<file path="config.mk">
export PLATFORM = sky130hd
export DESIGN_NAME = multiplexed_servo_pulse_sequencer
export DESIGN_NICKNAME = d
export VERILOG_FILES = /design/src/rtl/core/msps_pkg.sv /design/src/rtl/core/msps_ctrl.sv /design/src/rtl/core/msps_dp.sv /design/src/rtl/core/multiplexed_servo_pulse_sequencer.sv
export SDC_FILE = /design/constraint.sdc
export NUM_CORES = 1
export LEC_CHECK = 0
export BUFFER_PORTS_ARGS = -buffer_cell sky130_fd_sc_hd__buf_2
export CAP_MARGIN = 20
export CORE_ASPECT_RATIO = 1.5
export CORE_MARGIN = 2
export CORE_UTILIZATION = 35
export CTS_CLUSTER_SIZE = 8
export DETAILED_ROUTE_END_ITERATION = 10
export GPL_TIMING_DRIVEN = 0
export PLACE_DENSITY_LB_ADDON = 0.25
export SYNTH_ARGS = -nofsm -noshare
export SYNTH_HDL_FRONTEND = slang
export SYNTH_HIERARCHICAL = 1
export SYNTH_SLANG_ARGS = --single-unit
export TNS_END_PERCENT = 10
</file>
<file path="constraint.sdc">
create_clock -name clk -period 15.35 [get_ports clk]
set_input_delay 0 -clock clk [delete_from_list [all_inputs] [get_ports clk]]
set_output_delay 0 -clock clk [all_outputs]
set_load 0.005 [all_outputs]
</file>
<file path="src/rtl/core/msps_pkg.sv">
// Shared types and constants for the multiplexed servo pulse sequencer.
package msps_pkg;

  localparam int unsigned WIDTH_W = 16;

  typedef logic [WIDTH_W-1:0] width_t;
  typedef logic [1:0]         reg_idx_t;

  localparam reg_idx_t REG_PERIOD = 2'd0;
  localparam reg_idx_t REG_MIN    = 2'd1;
  localparam reg_idx_t REG_MAX    = 2'd2;

  localparam width_t PERIOD_RST = 16'd20000;
  localparam width_t MIN_RST    = 16'd5;
  localparam width_t MAX_RST    = 16'd5000;
  localparam width_t WIDTH_SAT  = 16'hFFFF;

  typedef struct packed {
    logic capture;
    logic exec;
    logic load_ticks;
    logic emit;
  } cmd_t;

  typedef struct packed {
    logic load_req;
  } sts_t;

  typedef struct packed {
    logic     we;
    reg_idx_t idx;
    width_t   data;
  } cfg_wr_t;

endpackage

</file>
<file path="src/rtl/core/msps_ctrl.sv">
// Controller state machine: sequences one transaction through execute and emit.
module msps_ctrl (
  input  logic          clk,
  input  logic          rst_n,
  input  logic          in_tvalid,
  output logic          in_tready,
  input  logic          out_tready,
  output logic          out_tvalid,
  input  msps_pkg::sts_t sts,
  output msps_pkg::cmd_t cmd
);

  typedef enum logic [1:0] {
    ST_IDLE,
    ST_EXEC,
    ST_EMIT
  } state_t;

  state_t state_r, state_nxt;
  logic   out_valid_r, out_valid_nxt;
  logic   load_pend_r, load_pend_nxt;
  logic   in_acc;

  assign in_tready  = (state_r == ST_IDLE) && (!out_valid_r || out_tready);
  assign in_acc     = in_tready && in_tvalid;
  assign out_tvalid = out_valid_r;

  always_comb begin
    state_nxt      = state_r;
    out_valid_nxt  = out_valid_r;
    load_pend_nxt  = load_pend_r;
    cmd            = '0;
    if (out_valid_r && out_tready) begin
      out_valid_nxt = 1'b0;
    end
    unique case (state_r)
      ST_IDLE: begin
        cmd.capture = in_acc;
        if (in_acc) begin
          state_nxt = ST_EXEC;
        end
      end
      ST_EXEC: begin
        cmd.exec      = 1'b1;
        load_pend_nxt = sts.load_req;
        state_nxt     = ST_EMIT;
      end
      ST_EMIT: begin
        cmd.load_ticks = load_pend_r;
        cmd.emit       = 1'b1;
        out_valid_nxt  = 1'b1;
        load_pend_nxt  = 1'b0;
        state_nxt      = ST_IDLE;
      end
      default: begin
        state_nxt = ST_IDLE;
      end
    endcase
  end

  always_ff @(posedge clk) begin
    if (!rst_n) begin
      state_r     <= ST_IDLE;
      out_valid_r <= 1'b0;
      load_pend_r <= 1'b0;
    end else begin
      state_r     <= state_nxt;
      out_valid_r <= out_valid_nxt;
      load_pend_r <= load_pend_nxt;
    end
  end

endmodule

</file>
<file path="src/rtl/core/msps_dp.sv">
// Datapath: slot widths, configuration registers, slot counter and result register.
module msps_dp #(
  parameter int CHANNELS = 4
) (
  input  logic               clk,
  input  logic               rst_n,
  input  msps_pkg::cmd_t     cmd,
  output msps_pkg::sts_t     sts,
  input  msps_pkg::cfg_wr_t  cfg_wr,
  input  msps_pkg::reg_idx_t cfg_rd_idx,
  output logic [31:0]        cfg_rdata,
  input  logic               in_func,
  input  logic [1:0]         in_channel,
  input  logic [15:0]        in_width,
  output logic [3:0]         out_pins,
  output logic               out_running,
  output logic [2:0]         out_active_slot,
  output logic [15:0]        out_gap_ticks
);

  localparam int SW = (CHANNELS + 1 > 1) ? $clog2(CHANNELS + 1) : 1;
  localparam logic [SW-1:0] COMP_IDX = SW'(CHANNELS);

  // Stored state.
  msps_pkg::width_t slot_w_r [CHANNELS+1];
  msps_pkg::width_t slot_w_nxt [CHANNELS+1];
  msps_pkg::width_t period_r, period_nxt;
  msps_pkg::width_t min_r, min_nxt;
  msps_pkg::width_t max_r, max_nxt;
  msps_pkg::width_t sum_r, sum_nxt;
  msps_pkg::width_t ticks_r, ticks_nxt;
  logic [SW-1:0]    cur_r, cur_nxt;
  logic             run_r, run_nxt;

  // Captured item.
  logic             func_r;
  logic [1:0]       chan_r;
  msps_pkg::width_t req_r;

  // Result register.
  logic [3:0]       pins_r;
  logic             orun_r;
  logic [2:0]       oslot_r;
  msps_pkg::width_t ogap_r;

  // Shared read port over the slot widths.
  logic [SW-1:0]    rd_addr;
  msps_pkg::width_t rd_data;
  logic [SW-1:0]    chan_idx;
  logic             chan_ok;

  // Set arithmetic.
  logic [16:0]      avail;
  logic [16:0]      comp_full;
  msps_pkg::width_t req_clamp;
  msps_pkg::width_t comp_new;
  msps_pkg::width_t sum_new;

  // Next nonzero slot search.
  logic [CHANNELS:0] nz;
  logic              found;
  logic [SW-1:0]     nxt_slot;
  int                s;

  function automatic logic [4:0] in_channel_ext(input logic [1:0] c);
    in_channel_ext = {3'b000, c};
  endfunction

  assign chan_idx = SW'(in_channel_ext(chan_r));
  assign chan_ok  = (int'(chan_r) < CHANNELS);
  assign rd_addr  = cmd.exec ? chan_idx : cur_r;

  always_comb begin
    rd_data = '0;
    for (int i = 0; i <= CHANNELS; i++) begin
      if (rd_addr == SW'(i)) begin
        rd_data = slot_w_r[i];
      end
    end
  end

  always_comb begin
    req_clamp = req_r;
    avail     = {1'b0, slot_w_r[CHANNELS]} + {1'b0, rd_data};
    if (req_clamp > max_r) begin
      req_clamp = max_r;
    end
    if ({1'b0, req_clamp} > avail) begin
      req_clamp = avail[15:0];
    end
    if (req_clamp < min_r) begin
      req_clamp = '0;
    end
    comp_full = avail - {1'b0, req_clamp};
    comp_new  = comp_full[16] ? msps_pkg::WIDTH_SAT : comp_full[15:0];
    sum_new   = sum_r - rd_data + req_clamp;
  end

  always_comb begin
    for (int i = 0; i <= CHANNELS; i++) begin
      nz[i] = (slot_w_r[i] != '0);
    end
    found    = 1'b0;
    nxt_slot = COMP_IDX;
    s        = 0;
    // Nearest slot below the current one wins, wrapping to the gap slot.
    for (int d = CHANNELS + 1; d >= 1; d--) begin
      if (int'(cur_r) >= d) begin
        s = int'(cur_r) - d;
      end else begin
        s = int'(cur_r) + CHANNELS + 1 - d;
      end
      if (nz[SW'(s)]) begin
        found    = 1'b1;
        nxt_slot = SW'(s);
      end
    end
  end

  always_comb begin
    for (int i = 0; i <= CHANNELS; i++) begin
      slot_w_nxt[i] = slot_w_r[i];
    end
    period_nxt   = period_r;
    min_nxt      = min_r;
    max_nxt      = max_r;
    sum_nxt      = sum_r;
    ticks_nxt    = ticks_r;
    cur_nxt      = cur_r;
    run_nxt      = run_r;
    sts.load_req = 1'b0;

    if (cfg_wr.we) begin
      unique case (cfg_wr.idx)
        msps_pkg::REG_PERIOD: begin
          period_nxt = cfg_wr.data;
          slot_w_nxt[CHANNELS] = (cfg_wr.data > sum_r) ? (cfg_wr.data - sum_r) : '0;
        end
        msps_pkg::REG_MIN: min_nxt = cfg_wr.data;
        msps_pkg::REG_MAX: max_nxt = cfg_wr.data;
        default: ;
      endcase
    end else if (cmd.exec) begin
      if (func_r) begin
        if (chan_ok) begin
          for (int i = 0; i < CHANNELS; i++) begin
            if (chan_idx == SW'(i)) begin
              slot_w_nxt[i] = req_clamp;
            end
          end
          slot_w_nxt[CHANNELS] = comp_new;
          sum_nxt              = sum_new;
          if (!run_r && (sum_new != '0)) begin
            run_nxt   = 1'b1;
            cur_nxt   = COMP_IDX;
            ticks_nxt = comp_new;
          end else if (run_r && (sum_new == '0)) begin
            run_nxt   = 1'b0;
            ticks_nxt = '0;
          end
        end
      end else if (run_r) begin
        if (ticks_r <= 16'd1) begin
          ticks_nxt = '0;
          cur_nxt   = nxt_slot;
          // The new slot's width is fetched on the next cycle.
          sts.load_req = found;
        end else begin
          ticks_nxt = ticks_r - 16'd1;
        end
      end
    end else if (cmd.load_ticks) begin
      ticks_nxt = rd_data;
    end
  end

  always_ff @(posedge clk) begin
    if (!rst_n) begin
      for (int i = 0; i < CHANNELS; i++) begin
        slot_w_r[i] <= '0;
      end
      slot_w_r[CHANNELS] <= msps_pkg::PERIOD_RST;
      period_r           <= msps_pkg::PERIOD_RST;
      min_r              <= msps_pkg::MIN_RST;
      max_r              <= msps_pkg::MAX_RST;
      sum_r              <= '0;
      ticks_r            <= '0;
      cur_r              <= COMP_IDX;
      run_r              <= 1'b0;
    end else begin
      for (int i = 0; i <= CHANNELS; i++) begin
        slot_w_r[i] <= slot_w_nxt[i];
      end
      period_r <= period_nxt;
      min_r    <= min_nxt;
      max_r    <= max_nxt;
      sum_r    <= sum_nxt;
      ticks_r  <= ticks_nxt;
      cur_r    <= cur_nxt;
      run_r    <= run_nxt;
    end
  end

  always_ff @(posedge clk) begin
    if (cmd.capture) begin
      func_r <= in_func;
      chan_r <= in_channel;
      req_r  <= in_width;
    end
    if (cmd.emit) begin
      for (int b = 0; b < 4; b++) begin
        pins_r[b] <= run_r && (b < CHANNELS) && (int'(cur_r) == b);
      end
      orun_r  <= run_r;
      oslot_r <= 3'(int'(cur_r));
      ogap_r  <= slot_w_r[CHANNELS];
    end
  end

  always_comb begin
    unique case (cfg_rd_idx)
      msps_pkg::REG_PERIOD: cfg_rdata = {16'h0000, period_r};
      msps_pkg::REG_MIN:    cfg_rdata = {16'h0000, min_r};
      msps_pkg::REG_MAX:    cfg_rdata = {16'h0000, max_r};
      default:              cfg_rdata = '0;
    endcase
  end

  assign out_pins        = pins_r;
  assign out_running     = orun_r;
  assign out_active_slot = oslot_r;
  assign out_gap_ticks   = ogap_r;

endmodule

</file>
<file path="src/rtl/core/multiplexed_servo_pulse_sequencer.sv">
// Top level of the multiplexed servo pulse sequencer: ports, controller and datapath.
//
// Usage: each input transaction is either a one-microsecond tick (in_tuser = 0) or a
// pulse-width update for one channel (in_tuser = 1, channel and width in in_tdata).
// Every input transaction yields exactly one output transaction with the pin pattern,
// the running flag, the active slot and the current gap (complement) width.
// A new input transaction is accepted only after the previous one has been emitted;
// the controller walks each item through capture, execute and emit, and the emit step
// also reloads the slot counter, once the slot has advanced, from the single read port
// on the slot-width registers.
// The next input is accepted in the same cycle as the previous result is taken, so a
// receiver that keeps out_tready high does not stall the input.
// When the receiver stalls, the result is held in the output register and in_tready
// stays low until it is taken; nothing is lost or repeated.
// Reset (synchronous, active low) sets the period to 20000, the minimum pulse to 5,
// the maximum pulse to 5000, all channel widths to zero, the gap to the full period
// and stops the sequencer. The user must write registers through the APB-style port
// only while no transaction is in flight (the block does not enforce this); pready is tied high.
module multiplexed_servo_pulse_sequencer #(
  parameter int CHANNELS = 4
) (
  input  logic        clk,
  input  logic        rst_n,
  // Input channel.
  input  logic        in_tvalid,
  output logic        in_tready,
  input  logic [23:0] in_tdata,   // [1:0] channel, [17:2] width, [23:18] zero
  input  logic [0:0]  in_tuser,   // [0] func: 0 tick, 1 set width
  // Result channel.
  output logic        out_tvalid,
  input  logic        out_tready,
  output logic [23:0] out_tdata,  // [3:0] pins, [4] running, [7:5] active_slot,
                                  // [23:8] gap_ticks
  // Configuration port.
  input  logic        cfg_psel,
  input  logic        cfg_penable,
  input  logic        cfg_pwrite,
  input  logic [3:0]  cfg_paddr,
  input  logic [31:0] cfg_pwdata,
  output logic [31:0] cfg_prdata,
  output logic        cfg_pready
);

  msps_pkg::cmd_t    cmd;
  msps_pkg::sts_t    sts;
  msps_pkg::cfg_wr_t cfg_wr;

  logic [3:0]  pins;
  logic        running;
  logic [2:0]  active_slot;
  logic [15:0] gap_ticks;

  assign cfg_pready  = 1'b1;
  assign cfg_wr.we   = cfg_psel && cfg_penable && cfg_pwrite && cfg_pready;
  assign cfg_wr.idx  = cfg_paddr[3:2];
  assign cfg_wr.data = cfg_pwdata[15:0];

  msps_ctrl u_ctrl (
    .clk        (clk),
    .rst_n      (rst_n),
    .in_tvalid  (in_tvalid),
    .in_tready  (in_tready),
    .out_tready (out_tready),
    .out_tvalid (out_tvalid),
    .sts        (sts),
    .cmd        (cmd)
  );

  msps_dp #(
    .CHANNELS (CHANNELS)
  ) u_dp (
    .clk             (clk),
    .rst_n           (rst_n),
    .cmd             (cmd),
    .sts             (sts),
    .cfg_wr          (cfg_wr),
    .cfg_rd_idx      (cfg_paddr[3:2]),
    .cfg_rdata       (cfg_prdata),
    .in_func         (in_tuser[0]),
    .in_channel      (in_tdata[1:0]),
    .in_width        (in_tdata[17:2]),
    .out_pins        (pins),
    .out_running     (running),
    .out_active_slot (active_slot),
    .out_gap_ticks   (gap_ticks)
  );

  assign out_tdata = {gap_ticks, active_slot, running, pins};

  // Only one transaction is in flight, so an accept cannot follow another directly.
  a_one_in_flight: assert property (@(posedge clk) disable iff (!rst_n)
    (in_tvalid && in_tready) |=> !in_tready)
    else $error("input accepted while a transaction is in flight");

  // Each accepted transaction produces its result, registered out of the emit state.
  a_result_latency: assert property (@(posedge clk) disable iff (!rst_n)
    (in_tvalid && in_tready) |-> ##3 out_tvalid)
    else $error("result missing three cycles after accept");

  // At most one pin is driven at a time.
  a_pins_onehot: assert property (@(posedge clk) disable iff (!rst_n)
    out_tvalid |-> $onehot0(out_tdata[3:0]))
    else $error("more than one pin high");

  // A stopped sequencer drives no pins.
  a_stopped_quiet: assert property (@(posedge clk) disable iff (!rst_n)
    (out_tvalid && !out_tdata[4]) |-> (out_tdata[3:0] == 4'b0000))
    else $error("pin high while stopped");

endmodule
</file>
==> summary.txt <==
Status
  • Status: complete, no violations

Synthesis
  • Post-synth EDFFs: 43
  • Mapped Cells: 1874
  • Flip-flop and latch count after synthesis: 211
  • Syn Std Cell Area: 15200 um2
  • Register area share after synthesis: 0.307
  • Synth async-reset ratio: 0
  • Yosys warns: 6
  • Syn Area/Cell: 8.10 um2
  • Count of different cell masters after synthesis: 96
  • Synth Flop Type: dfxtp_1

Clocking
  • CTS tree: built
  • Postcts setup bufs: 0
  • Worst-Skew Late Latency: 0.60 ns
  • # clock sinks: 211
  • H-tree depth: 1
  • Cts bufs inserted: 30
  • Root Buffer: clkbuf_16
  • Clock transition at path regs: 0.06 ns
  • Longest Clk Path Bufs: 3

Hold path
  • Worst Hold Class: in2reg
  • Hold Startpoint: in_tdata[11]
  • Hold depth: 2

Timing
  • Relative slew slack: 0.267
  • Final WS setup: 0.650 ns
  • Setup Total Neg Slack: 0 ns
  • # setup viols final: 0
  • Slew @ Worst Pin: 1.09 ns
  • Final period utilization: 0.958
  • Final min period: 14.70 ns
  • Fin. Hold Viols: 0
  • Fmax: 68.0 MHz
  • RSZ-0062 raised after global routing: no
  • Slew Limit Fails: 0
  • Skew final: 0.0248 ns

Critical path
  • Reg2Reg Setup Slack: 0.65 ns
  • Cell mode on critical path: ha_1
  • Critical Path RT: 15.88 ns
  • CP max FO: 10
  • Setup Crit Path Kind: reg2reg
  • Slowest cell delay on critical path: 0.85 ns
  • CP Data Arrival Time: 15.23 ns
  • Start point of the critical path: u_ctrl/state_r[1]$_SDFFE_PN0P_
  • Worst path slowest cell: o21ai_0
  • Reg-to-Reg Start: u_ctrl/state_r[1]$_SDFFE_PN0P_
  • FF-to-FF path depth: 56
  • Critical Path Sink Type: register
  • Startpoint types: register
  • R2R Path End: u_dp/ticks_r[0]$_SDFFE_PN0P_
  • End of the critical path: u_dp/ticks_r[0]$_SDFFE_PN0P_

Floorplanning
  • Die H: 259 um
  • Die area: 45100 um2
  • Core region area: 42800 um2
  • # IOs: 127
  • Row cnt: 93
  • Starting Density: 0.354
  • DIE WIDTH: 174 um

Detailed routing
  • Routed Antenna Nets: 0
  • DR DRC count: 0
  • Drt first pass iters: 5
  • Via Count: 14900
  • Iter 0 DRT Violations: 1151
  • DR vias/cell: 5.67
  • Total wire length: 59400 um
  • Per-cell routed wire length: 22.6 um

Cells and area
  • Layout cell share with drive strength beyond 1: 0.107
  • P&R area growth vs syn: 16.5%
  • Fillcell total: 4457
  • Multi-input logic area: 9560 um2
  • Nets: 2263
  • FF/Latch Area: 4650 um2
  • Ant. Diodes: 0

Place
  • Routability cong.: 0.971
  • Hpwl dp: 46800 um
  • Place WS: 0.201 ns
  • IO Port Bufs: 85

Flow run
  • Max-cap violations: 0

Global routing
  • First-pass GRT wire length: 87800 um
  • GR Overflow Total: 0
  • Vias in the first global route: 14700
  • Antenna violations before repair: 0
  • GRT Total Usage: 0.257
  • Largest net degree at the start of global routing: 25
-- final cells by class --
cell class,count,area share
multi-input cells,1444,0.541
flip-flops and latches,211,0.263
repair buffers,127,0.0477
well taps,570,0.0403
plain buffers,109,0.0331
clock buffers,45,0.0462
clock inverters,1,0.00170
inverters,125,0.0265
-- timing repair --
action,in CTS,in global routing
endpoints found under the setup margin,0,16
gates resized for setup,0,9
hold endpoints to repair,79,0
hold buffers,41,0
-- through the flow --
step	hold WS [ns]	utilization	instances	instance area [um2]
2_1_floorplan	0.0833	-	1889	15200
3_3_place_gp	0.176	0.382	2544	16400
3_5_place_dp	0.178	0.383	2545	16400
4_1_cts	0.0897	0.412	2632	17600
5_1_grt	0.116	0.413	2632	17700
6_report	0.113	0.413	2632	17700
-- cells by family (layout without fill, tap and decap cells) --
kind of cell,count (synthesis),count (layout),synth area share
and+or+nand+nor,649,649,0.204
AOI/OAI and AO/OA,507,507,0.208
buffers and inverters,234,407,0.0694
DFF,211,211,0.307
adders and majority gates,147,147,0.130
xor gates and xnor gates,71,71,0.0422
muxes,53,53,0.0385
other,2,17,0.000495
-- registers in the layout, indices dropped and copies added (netlist names), 3 cells and up --
register              count
u_dp/cur_r                3
u_dp/max_r               16
u_dp/min_r               16
u_dp/out_active_slot      3
u_dp/out_gap_ticks       16
u_dp/out_pins             4
u_dp/period_r            16
u_dp/req_r               16
u_dp/slot_w_r            80
u_dp/sum_r               16
u_dp/ticks_r             16
-- cell usage in the layout (no fill, tap or decap), types with 38 or more instances in the layout --
cell           synthesis  routed
edfxtp_1              43      43
nor2_1                84      84
o21ai_0              102     100
xnor2_1               41      40
inv_1                122     122
nand2_1              289     289
dfxtp_1              168     168
mux2i_1               38      38
dlygate4sd3_1          0      41
nand3_1               91      91
a21oi_1              195     193
ha_1                 129     129
clkbuf_1              59      73
buf_2                 16     101
-- Yosys cell counts (13+ instances only) --
| cell | count | area, um2 |
|---|---|---|
| nand3_1 | 91 | 455 |
| fa_1 | 18 | 360 |
| a221oi_1 | 21 | 184 |
| a22oi_1 | 16 | 120 |
| nor3_1 | 29 | 145 |
| nor2_1 | 84 | 315 |
| xnor2_1 | 41 | 359 |
| ha_1 | 129 | 1610 |
| buf_2 | 16 | 80.1 |
| inv_1 | 122 | 458 |
| a21oi_1 | 195 | 976 |
| o211ai_1 | 15 | 113 |
| nand2_1 | 289 | 1080 |
| buf_4 | 22 | 165 |
| edfxtp_1 | 43 | 1290 |
| a21o_1 | 26 | 195 |
| mux2i_1 | 38 | 380 |
| o21a_1 | 21 | 158 |
| xor2_1 | 29 | 254 |
| clkbuf_1 | 59 | 221 |
| nor4_1 | 30 | 188 |
| dfxtp_1 | 168 | 3360 |
| nand4_1 | 28 | 175 |
| nand2b_1 | 13 | 81.3 |
| o21ai_0 | 102 | 510 |
-- routing by layer --
layer | track usage | vias to the layer above | share of wire
met1 | 0.281 | 7085 | 0.38
li1 | - | 7028 | -
met3 | 0.0360 | 197 | 0.062
met5 | 0 | - | 0
met4 | 0.183 | 0 | 0.078
met2 | 0.456 | 611 | 0.49
-- critical path, delay by kind of cell (launching register included) --
| kind | cells | cell delay (ns) |
|---|---|---|
| compound gates | 21 | 5.56 |
| simple gates | 14 | 3.24 |
| buf+inv | 12 | 2.43 |
| fa+ha+maj | 7 | 2.27 |
| mux | 1 | 0.52 |
| flops | 1 | 0.36 |
| xor+xnor | 1 | 0.21 |
-- worst min-delay path by stage --
stage,end,slack (ns)
2_1_floorplan,cfg_prdata[10],0.08
3_3_place_gp,u_dp/req_r[9]$_DFFE_PP_,0.18
3_5_place_dp,u_dp/req_r[9]$_DFFE_PP_,0.18
4_1_cts,u_dp/req_r[9]$_DFFE_PP_,0.09
5_1_grt,u_dp/req_r[0]$_DFFE_PP_,0.12
6_report,u_dp/req_r[9]$_DFFE_PP_,0.11
Power is left out: the tool's default activity adds up to more than one toggle a clock period on the data nets, which glitch-free logic cannot reach.
